==> config.mk <==
export PLATFORM = sky130hd
export DESIGN_NAME = ultrasonic_ranger_with_average
export DESIGN_NICKNAME = d
export VERILOG_FILES = /design/src/hw/rtl/usrng_pkg.sv /design/src/hw/rtl/usrng_seq.sv /design/src/hw/rtl/usrng_ring.sv /design/src/hw/rtl/usrng_avg.sv /design/src/hw/rtl/ultrasonic_ranger_with_average.sv
export SDC_FILE = /design/constraint.sdc
export NUM_CORES = 1
export LEC_CHECK = 0
export BUFFER_PORTS_ARGS = -buffer_cell sky130_fd_sc_hd__buf_2
export CORE_UTILIZATION = 55
export CTS_BUF_LIST = sky130_fd_sc_hd__clkbuf_4 sky130_fd_sc_hd__clkbuf_8 sky130_fd_sc_hd__clkbuf_16
export CTS_CLUSTER_SIZE = 24
export DETAILED_ROUTE_END_ITERATION = 10
export PLACE_DENSITY = 0.74
export SLEW_MARGIN = 20
export SYNTH_ARGS = -nofsm -noshare
export SYNTH_HDL_FRONTEND = slang
export SYNTH_SLANG_ARGS = --single-unit
==> constraint.sdc <==
create_clock -name clk -period 6.21 [get_ports clk]
set_input_delay 0.3105 -clock clk [delete_from_list [all_inputs] [get_ports clk]]
set_output_delay 0.3105 -clock clk [all_outputs]
set_load 0.005 [all_outputs]
==> src/hw/rtl/usrng_pkg.sv <==
package usrng_pkg;

	// default ring depth
	localparam int SLOTS_DEF = 5;

	// field and register widths
	localparam int MM_W      = 18;
	localparam int WIDTH_W   = 20;
	localparam int TIMER_W   = 20;
	localparam int SHORT_W   = 16;
	localparam int LONG_W    = 20;
	localparam int CFG_W     = 20;
	localparam int REG_IDX_W = 3;

	// register indexes
	localparam logic [REG_IDX_W-1:0] REG_PRE_LEN   = 3'd0;
	localparam logic [REG_IDX_W-1:0] REG_PULSE_LEN = 3'd1;
	localparam logic [REG_IDX_W-1:0] REG_WAIT      = 3'd2;
	localparam logic [REG_IDX_W-1:0] REG_MIN_ECHO  = 3'd3;
	localparam logic [REG_IDX_W-1:0] REG_TIMEOUT   = 3'd4;

	// register reset values
	localparam logic [SHORT_W-1:0] PRE_LEN_RST   = 16'd2;
	localparam logic [SHORT_W-1:0] PULSE_LEN_RST = 16'd10;
	localparam logic [LONG_W-1:0]  WAIT_RST      = 20'd1000;
	localparam logic [SHORT_W-1:0] MIN_ECHO_RST  = 16'd50;
	localparam logic [LONG_W-1:0]  TIMEOUT_RST   = 20'd1000000;

	// mm = floor(width * MM_NUM / MM_DEN), tracked incrementally with a remainder
	localparam int REM_W = 7;
	localparam logic [REM_W-1:0] MM_NUM = 7'd17;
	localparam logic [REM_W-1:0] MM_DEN = 7'd100;

	typedef enum logic [2:0] {
		PH_PRE        = 3'd0,
		PH_PULSE      = 3'd1,
		PH_ECHO_CLEAR = 3'd2,
		PH_ECHO_ARM   = 3'd3,
		PH_ECHO_TIME  = 3'd4,
		PH_WAIT       = 3'd5
	} phase_t;

	typedef struct packed {
		logic [SHORT_W-1:0] pre_len;
		logic [SHORT_W-1:0] pulse_len;
		logic [LONG_W-1:0]  wait_len;
		logic [SHORT_W-1:0] min_echo;
		logic [LONG_W-1:0]  timeout;
	} cfg_t;

	// measurement outcome of one tick
	typedef struct packed {
		logic            done;
		logic            store;
		logic [MM_W-1:0] mm;
	} meas_t;

endpackage

==> src/hw/rtl/usrng_seq.sv <==
module usrng_seq (
	input  logic              clk,
	input  logic              arst_n,
	input  logic              step,
	input  logic              echo,
	input  usrng_pkg::cfg_t   cfg,
	output logic              trig,
	output usrng_pkg::meas_t  meas
);
	import usrng_pkg::*;

	phase_t               phase_q, phase_d;
	logic [TIMER_W-1:0]   timer_q, timer_d;
	logic [WIDTH_W-1:0]   width_q, width_d;
	logic [MM_W-1:0]      mm_q, mm_d;
	logic [REM_W-1:0]     rem_q, rem_d;
	logic [TIMER_W:0]     timer_inc;
	logic [TIMER_W-1:0]   limit;
	logic                 hit;
	logic                 done;
	logic                 store;
	logic [REM_W:0]       rem_add;

	assign timer_inc = {1'b0, timer_q} + {{TIMER_W{1'b0}}, 1'b1};
	assign hit       = timer_inc >= {1'b0, limit};
	assign rem_add   = {1'b0, rem_q} + {1'b0, MM_NUM};

	always_comb begin
		case (phase_q)
			PH_PRE:   limit = TIMER_W'(cfg.pre_len);
			PH_PULSE: limit = TIMER_W'(cfg.pulse_len);
			PH_WAIT:  limit = TIMER_W'(cfg.wait_len);
			default:  limit = TIMER_W'(cfg.timeout);
		endcase
	end

	// next state
	always_comb begin
		phase_d = phase_q;
		timer_d = timer_q;
		width_d = width_q;
		mm_d    = mm_q;
		rem_d   = rem_q;
		done    = 1'b0;
		store   = 1'b0;
		case (phase_q)
			PH_PRE: begin
				timer_d = timer_inc[TIMER_W-1:0];
				if (hit) begin
					phase_d = PH_PULSE;
					timer_d = '0;
				end
			end
			PH_PULSE: begin
				timer_d = timer_inc[TIMER_W-1:0];
				if (hit) begin
					phase_d = PH_ECHO_CLEAR;
					timer_d = '0;
					width_d = '0;
					mm_d    = '0;
					rem_d   = '0;
				end
			end
			PH_ECHO_CLEAR, PH_ECHO_ARM, PH_ECHO_TIME: begin
				timer_d = timer_inc[TIMER_W-1:0];
				if (phase_q == PH_ECHO_CLEAR) begin
					if (!echo) begin
						phase_d = PH_ECHO_ARM;
					end
				end else if (phase_q == PH_ECHO_ARM) begin
					if (echo) begin
						phase_d = PH_ECHO_TIME;
						width_d = WIDTH_W'(1);
						mm_d    = '0;
						rem_d   = MM_NUM;
					end
				end else if (echo) begin
					width_d = width_q + WIDTH_W'(1);
					if (rem_add >= {1'b0, MM_DEN}) begin
						rem_d = REM_W'(rem_add - {1'b0, MM_DEN});
						mm_d  = mm_q + MM_W'(1);
					end else begin
						rem_d = rem_add[REM_W-1:0];
					end
				end else begin
					// falling edge wins over a timeout on the same tick
					done = 1'b1;
				end
				if (done) begin
					store   = width_q > WIDTH_W'(cfg.min_echo);
					phase_d = PH_WAIT;
					timer_d = '0;
				end else if (hit) begin
					done    = 1'b1;
					width_d = '0;
					mm_d    = '0;
					rem_d   = '0;
					phase_d = PH_WAIT;
					timer_d = '0;
				end
			end
			PH_WAIT: begin
				timer_d = timer_inc[TIMER_W-1:0];
				if (hit) begin
					phase_d = PH_PRE;
					timer_d = '0;
				end
			end
			default: begin
				phase_d = PH_PRE;
				timer_d = '0;
			end
		endcase
	end

	// outputs
	always_comb begin
		trig       = (phase_q == PH_PULSE);
		meas.done  = done;
		meas.store = store;
		meas.mm    = mm_q;
	end

	always_ff @(posedge clk or negedge arst_n) begin
		if (!arst_n) begin
			phase_q <= PH_PRE;
			timer_q <= '0;
			width_q <= '0;
			mm_q    <= '0;
			rem_q   <= '0;
		end else if (step) begin
			phase_q <= phase_d;
			timer_q <= timer_d;
			width_q <= width_d;
			mm_q    <= mm_d;
			rem_q   <= rem_d;
		end
	end

	a_rem_range: assert property (@(posedge clk) disable iff (!arst_n)
		rem_q < MM_DEN)
		else $error("mm remainder out of range");

	a_width_timing: assert property (@(posedge clk) disable iff (!arst_n)
		phase_q == PH_ECHO_TIME |-> width_q != '0)
		else $error("zero width while timing echo");

	a_store_done: assert property (@(posedge clk) disable iff (!arst_n)
		store |-> done && phase_q == PH_ECHO_TIME)
		else $error("sample stored outside echo completion");

endmodule

==> src/hw/rtl/usrng_ring.sv <==
module usrng_ring #(
	parameter int SLOTS = usrng_pkg::SLOTS_DEF,
	parameter int SUM_W = usrng_pkg::MM_W + $clog2(SLOTS)
) (
	input  logic              clk,
	input  logic              arst_n,
	input  logic              step,
	input  usrng_pkg::meas_t  meas,
	output logic [SUM_W-1:0]  sum_next
);
	import usrng_pkg::*;

	localparam int SLOT_W = (SLOTS > 1) ? $clog2(SLOTS) : 1;
	localparam logic [SLOT_W-1:0] LAST_SLOT = SLOT_W'(SLOTS - 1);

	logic [MM_W-1:0]   ring_q [SLOTS];
	logic [SLOT_W-1:0] slot_q;
	logic [SUM_W-1:0]  sum_q;
	logic              wr;

	assign wr       = step && meas.done && meas.store;
	assign sum_next = (meas.done && meas.store)
		? sum_q - SUM_W'(ring_q[slot_q]) + SUM_W'(meas.mm)
		: sum_q;

	always_ff @(posedge clk or negedge arst_n) begin
		if (!arst_n) begin
			for (int i = 0; i < SLOTS; i++) begin
				ring_q[i] <= '0;
			end
			slot_q <= '0;
			sum_q  <= '0;
		end else if (wr) begin
			ring_q[slot_q] <= meas.mm;
			slot_q         <= (slot_q == LAST_SLOT) ? '0 : slot_q + SLOT_W'(1);
			sum_q          <= sum_next;
		end
	end

	a_slot_range: assert property (@(posedge clk) disable iff (!arst_n)
		slot_q <= LAST_SLOT)
		else $error("write slot past end of ring");

endmodule

==> src/hw/rtl/usrng_avg.sv <==
module usrng_avg #(
	parameter int SLOTS = usrng_pkg::SLOTS_DEF,
	parameter int SUM_W = usrng_pkg::MM_W + $clog2(SLOTS)
) (
	input  logic                       clk,
	input  logic                       arst_n,
	input  logic                       vld_s2,
	input  logic                       trig_s2,
	input  logic                       done_s2,
	input  logic [SUM_W-1:0]           sum_s2,
	input  logic                       out_ready,
	output logic                       take,
	output logic                       out_valid,
	output logic                       trigger_level,
	output logic                       level_valid,
	output logic [usrng_pkg::MM_W-1:0] level_mm
);
	import usrng_pkg::*;

	// floor(sum / SLOTS) as a reciprocal multiply, exact for every sum below 2^SUM_W
	localparam int SH      = SUM_W + $clog2(SLOTS) + 1;
	localparam int RECIP_W = SH + 1;
	localparam logic [RECIP_W-1:0] RECIP = RECIP_W'(((64'd1 << SH) / SLOTS) + 64'd1);

	logic [SUM_W+RECIP_W-1:0] prod;
	logic                     out_valid_q;
	logic                     trig_q;
	logic                     done_q;
	logic [MM_W-1:0]          level_q;

	assign prod = {{RECIP_W{1'b0}}, sum_s2} * {{SUM_W{1'b0}}, RECIP};
	assign take = vld_s2 && (!out_valid_q || out_ready);

	always_ff @(posedge clk or negedge arst_n) begin
		if (!arst_n) begin
			out_valid_q <= 1'b0;
		end else if (take) begin
			out_valid_q <= 1'b1;
		end else if (out_ready) begin
			out_valid_q <= 1'b0;
		end
	end

	always_ff @(posedge clk) begin
		if (take) begin
			trig_q  <= trig_s2;
			done_q  <= done_s2;
			level_q <= prod[SH +: MM_W];
		end
	end

	assign out_valid     = out_valid_q;
	assign trigger_level = trig_q;
	assign level_valid   = done_q;
	assign level_mm      = level_q;

endmodule

==> src/hw/rtl/ultrasonic_ranger_with_average.sv <==
// channel   direction  handshake                 payload
// in        input      in_valid / in_ready       echo_level
// out       output     out_valid / out_ready     trigger_level, level_valid, level_mm
// cfg       input      cfg_wr_en (no wait)       cfg_index, cfg_data
//
// one request per cycle sustained while out_ready stays high; each request is one microsecond tick
// a result is offered once its request has passed the input register, sequencer/ring stage and result register
// every request gives exactly one result; the ring sum is divided by SLOTS via a reciprocal multiply
// reset clears sequencer, ring and sum at once, no clearing pass
// a stalled result backs up through the two stages into in_ready, nothing is dropped
module ultrasonic_ranger_with_average #(
	parameter int SLOTS = usrng_pkg::SLOTS_DEF
) (
	input  logic                            clk,
	input  logic                            arst_n,
	input  logic                            in_valid,
	output logic                            in_ready,
	input  logic                            echo_level,
	output logic                            out_valid,
	input  logic                            out_ready,
	output logic                            trigger_level,
	output logic                            level_valid,
	output logic [usrng_pkg::MM_W-1:0]      level_mm,
	input  logic                            cfg_wr_en,
	input  logic [usrng_pkg::REG_IDX_W-1:0] cfg_index,
	input  logic [usrng_pkg::CFG_W-1:0]     cfg_data
);
	import usrng_pkg::*;

	// ring sum needs room for SLOTS samples of the widest distance
	localparam int SUM_W = MM_W + $clog2(SLOTS);

	// configuration registers
	cfg_t cfg_q;

	always_ff @(posedge clk or negedge arst_n) begin
		if (!arst_n) begin
			cfg_q.pre_len   <= PRE_LEN_RST;
			cfg_q.pulse_len <= PULSE_LEN_RST;
			cfg_q.wait_len  <= WAIT_RST;
			cfg_q.min_echo  <= MIN_ECHO_RST;
			cfg_q.timeout   <= TIMEOUT_RST;
		end else if (cfg_wr_en) begin
			case (cfg_index)
				REG_PRE_LEN:   cfg_q.pre_len   <= cfg_data[SHORT_W-1:0];
				REG_PULSE_LEN: cfg_q.pulse_len <= cfg_data[SHORT_W-1:0];
				REG_WAIT:      cfg_q.wait_len  <= cfg_data[LONG_W-1:0];
				REG_MIN_ECHO:  cfg_q.min_echo  <= cfg_data[SHORT_W-1:0];
				REG_TIMEOUT:   cfg_q.timeout   <= cfg_data[LONG_W-1:0];
				default: ; // unused indexes are dropped
			endcase
		end
	end

	// stage control: s1 holds the sampled echo, s2 holds the tick's outcome
	logic             vld_s1;
	logic             echo_s1;
	logic             vld_s2;
	logic             trig_s2;
	logic             done_s2;
	logic [SUM_W-1:0] sum_s2;
	logic             take;   // s2 moves into the result register
	logic             adv;    // s1 moves into s2, sequencer state steps

	assign adv      = vld_s1 && (!vld_s2 || take);
	assign in_ready = !vld_s1 || adv;

	always_ff @(posedge clk or negedge arst_n) begin
		if (!arst_n) begin
			vld_s1 <= 1'b0;
		end else if (in_ready) begin
			vld_s1 <= in_valid;
		end
	end

	always_ff @(posedge clk) begin
		if (in_valid && in_ready) begin
			echo_s1 <= echo_level;
		end
	end

	// phase sequencer and echo width / mm tracking
	logic  trig;
	meas_t meas;

	usrng_seq u_seq (
		.clk    (clk),
		.arst_n (arst_n),
		.step   (adv),
		.echo   (echo_s1),
		.cfg    (cfg_q),
		.trig   (trig),
		.meas   (meas)
	);

	// sample ring with running sum
	logic [SUM_W-1:0] sum_next;

	usrng_ring #(
		.SLOTS (SLOTS),
		.SUM_W (SUM_W)
	) u_ring (
		.clk      (clk),
		.arst_n   (arst_n),
		.step     (adv),
		.meas     (meas),
		.sum_next (sum_next)
	);

	always_ff @(posedge clk or negedge arst_n) begin
		if (!arst_n) begin
			vld_s2 <= 1'b0;
		end else if (adv) begin
			vld_s2 <= 1'b1;
		end else if (take) begin
			vld_s2 <= 1'b0;
		end
	end

	// sum after this tick; its average is always the latest reported distance
	always_ff @(posedge clk) begin
		if (adv) begin
			trig_s2 <= trig;
			done_s2 <= meas.done;
			sum_s2  <= sum_next;
		end
	end

	// average and result register
	usrng_avg #(
		.SLOTS (SLOTS),
		.SUM_W (SUM_W)
	) u_avg (
		.clk           (clk),
		.arst_n        (arst_n),
		.vld_s2        (vld_s2),
		.trig_s2       (trig_s2),
		.done_s2       (done_s2),
		.sum_s2        (sum_s2),
		.out_ready     (out_ready),
		.take          (take),
		.out_valid     (out_valid),
		.trigger_level (trigger_level),
		.level_valid   (level_valid),
		.level_mm      (level_mm)
	);

	// a measurement can only complete in an echo phase, never with the trigger high
	a_done_no_trig: assert property (@(posedge clk) disable iff (!arst_n)
		out_valid && level_valid |-> !trigger_level)
		else $error("measurement reported with trigger high");

endmodule
==> impl_metrics.csv <==
group,metric,value,unit
global_routing,track_usage,0.263,
power,p_leak,12.9,nW
power,finalPower,14.5,mW
layout,layout.cells.non_filler,3072,
layout,drive_gt1_frac,0.198,
yosys,yosys.area.top_type,"dfrtp_1",
worst_setup_path,cp-end-kind,"register",
yosys,synth_edf_count,44,
layout,diodes,0,
cts,cts-root-buf,"clkbuf_16",
cts,clock-sinks,317,
worst_setup_path,critical-path-max-stage-delay,0.60,ns
yosys,synth_ff_type,"dfrtp_1",
placement,place_congestion,0.916,
global_routing,grt_pass1_wl,92700,um
yosys,yosys_warnings,0,
cts,cts_buffers,35,
timing,rsz0062_at_grt,"true",
cts,clk_pin_slew,0.06,ns
detailed_routing,drc,0,
floorplan,io_pins,51,
worst_setup_path,crit_arrival,6.50,ns
floorplan,fp.dieW,211,um
yosys,synthDominantCellAreaShare,0.265,
worst_setup_path,critPathBufInv,4,
global_routing,grt_max_degree,160,
cts,h-tree-depth,2,
placement,dp.cells,2997,
floorplan,std_cell_rows,76,
global_routing,grt_util_met1,0.346,
global_routing,overflow,0,
detailed_routing,via_count,17488,
timing,fin_hold_ws,0.0245,ns
worst_setup_path,cp.required,6.50,ns
timing,worst_pin_slew,1.03,ns
global_routing,grt_pass1_vias,18052,
cts,tritoncts,"done",
timing,skew,0.0124,ns
yosys,synth-seq-cells,317,
worst_setup_path,critPathTopFamily,"adder cells",
floorplan,die_h,211,um
yosys,synthTopCellsByCount,"inv_1 (359), dfrtp_1 (254), ha_1 (235)",
timing,finalHoldViolCount,0,
yosys,syn_area_per_cell,10.2,um^2
yosys,syn_nets,2761,
timing,fin_crit_sh,0.999,
power,irDropWorstVdd,0.832,mV
layout,regArea,8180,um^2
run,maxCapViolations,0,
layout,fin_nets,2878,
worst_setup_path,cpMostUsedCell,"fa_1",
global_routing,grt_most_used_layer,"met2",
global_routing,use_met3,0.0297,
layout,n_fill_cell,3376,
layout,multi_input_area,14400,um^2
worst_setup_path,path_class,"register to register",
layout,finish.utilization,0.627,
worst_setup_path,crit_fanout,4,
floorplan,initial_utilization,0.558,
timing,setup_viol,0,
detailed_routing,routedWlPerCell,18.4,um
worst_setup_path,worstSetupStartpointType,"register",
yosys,synth_area,24000,um^2
detailed_routing,drt-pass1-iter-count,6,
placement,portBuffers,50,
worst_hold_path,hold_class,"primary input to register",
detailed_routing,first_iter_violations,1300,
floorplan,dieArea,44500,um^2
layout,area_delta_synth_final,12.5,%
placement,dp_hpwl,42500,um
detailed_routing,ant_nets,0,
yosys,synth_area_leaders,"dfrtp_1 (26%), fa_1 (13%), ha_1 (12%)",
detailed_routing,vias_per_cell,5.69,
cts,max-clock-path-buffers,3,
yosys,ys_seq_area_frac,0.340,
yosys,async_reset_ff_frac,0.861,
worst_setup_path,cpMaxStageDelayCell,"fa_1",
detailed_routing,wl,56600,um
timing,period_minus_slack,6.20,ns
yosys,yosysMostFrequentCell,"inv_1",
placement,placed_area,25400,um^2
global_routing,grt_use_met2,0.456,
outcome,status,"complete, no violations",
global_routing,antenna_found_initial,0,
timing,drv_slew,0,
power,cellPowerDensity,535,nW/um^2
layout,final_area,27000,um^2
timing,max_clock_freq,161,MHz
yosys,ys_types,84,
yosys,synth_cells,2344,
cts,clk_latency,0.55,ns
worst_setup_path,crit_chain,"ha_4, inv_2, fa_2, fa_1, buf_4, fa_2, fa_1, inv_1, fa_1, fa_1, ha_2, nand2_2, o21ai_2, nor3_2, a22oi_2, a211oi_4, o211ai_1, a31o_2, buf_4, xor2_1",
timing,slew_headroom,0.316,
floorplan,core,43100,um^2
==> cell usage in the layout, fill, tap and decap left out, types with 31 or more instances in the layout <==
cell type,count
buf_4,104
nor2_1,91
fa_1,143
nor3_1,36
clkbuf_16,36
inv_1,352
mux2_2,127
buf_2,49
ha_1,222
a21oi_1,92
o21ai_0,150
dfrtp_1,253
nand2_1,189
a21o_1,31
xnor2_1,39
nand3_1,42
edfxtp_1,44
==> power breakdown <==
| group | switching, mW | internal, mW |
|---|---|---|
| Combinational | 4.95 | 4.49 |
| Sequential | 0.201 | 2.65 |
| Clock | 0.877 | 1.30 |
| Total | 6.03 | 8.44 |
==> stage by stage <==
step	setup TNS (ns)	worst slack, ns
floorplan	0	0.00104
global placement	-1.87	-0.294
detailed placement	-3.08	-0.392
CTS	-0.0138	-0.0138
global route	-1.88	-0.261
finish	0	0.00725
==> layer usage <==
metal | vias to the layer above | wire length (um)
met1 | 8739 | 24800
li1 | 8250 | -
met4 | 0 | 1470
met3 | 91 | 2000
met5 | - | 0
met2 | 408 | 28400
==> cell families (layout without fill, tap and decap cells) <==
family          count (synthesis)  after routing  synth area share
flops                         317            317             0.340
xor+xnor                       60             60            0.0219
compound gates                457            457             0.120
simple gates                  491            491            0.0979
buf+inv                       439            582            0.0707
mux                           192            192            0.0991
fa+ha+maj                     388            388             0.250
==> sequential cells by signal (all words and copies together) (netlist names), 3 cells and up <==
signal          flops
u_seq.phase_q       3
u_ring.sum_q       21
u_ring.ring_q      90
u_seq.timer_q      20
u_avg.level_mm     18
cfg_q              88
u_seq.mm_q         18
sum_s2             21
u_ring.slot_q       3
u_seq.width_q      20
u_seq.rem_q         7
==> final cells by class <==
cell class              count  area share
inverters                 360      0.0500
clock buffers              49      0.0381
clock inverters            14     0.00676
repair buffers            159      0.0408
flip-flops and latches    317       0.303
well taps                 585      0.0271
multi-input cells        1588       0.534
==> repair_timing <==
action,CTS,global route
hold buffers,3,0
buffers inserted,5,5
resized for setup,27,32
setup endpoints to repair,14,12
pin swaps,21,37
hold endpoints to repair,100,0
==> path summary, 6_finish.rpt <==
check,startpoint,end,slack (ns),cells after the start
max in group asynchronous,arst_n,u_ring.ring_q[67],4.37,3
worst max-delay path,sum_s2[6],u_avg.level_mm[16],0.007,20
worst min-delay path,cfg_data[16],cfg_q[52],0.02,2
min in group asynchronous,arst_n,cfg_q[52],0.43,2
worst max register to register,sum_s2[6],u_avg.level_mm[16],0.007,20
worst min register to register,done_s2,u_avg.level_valid,0.45,0
Note: power is estimated with default switching activity, not from simulation.
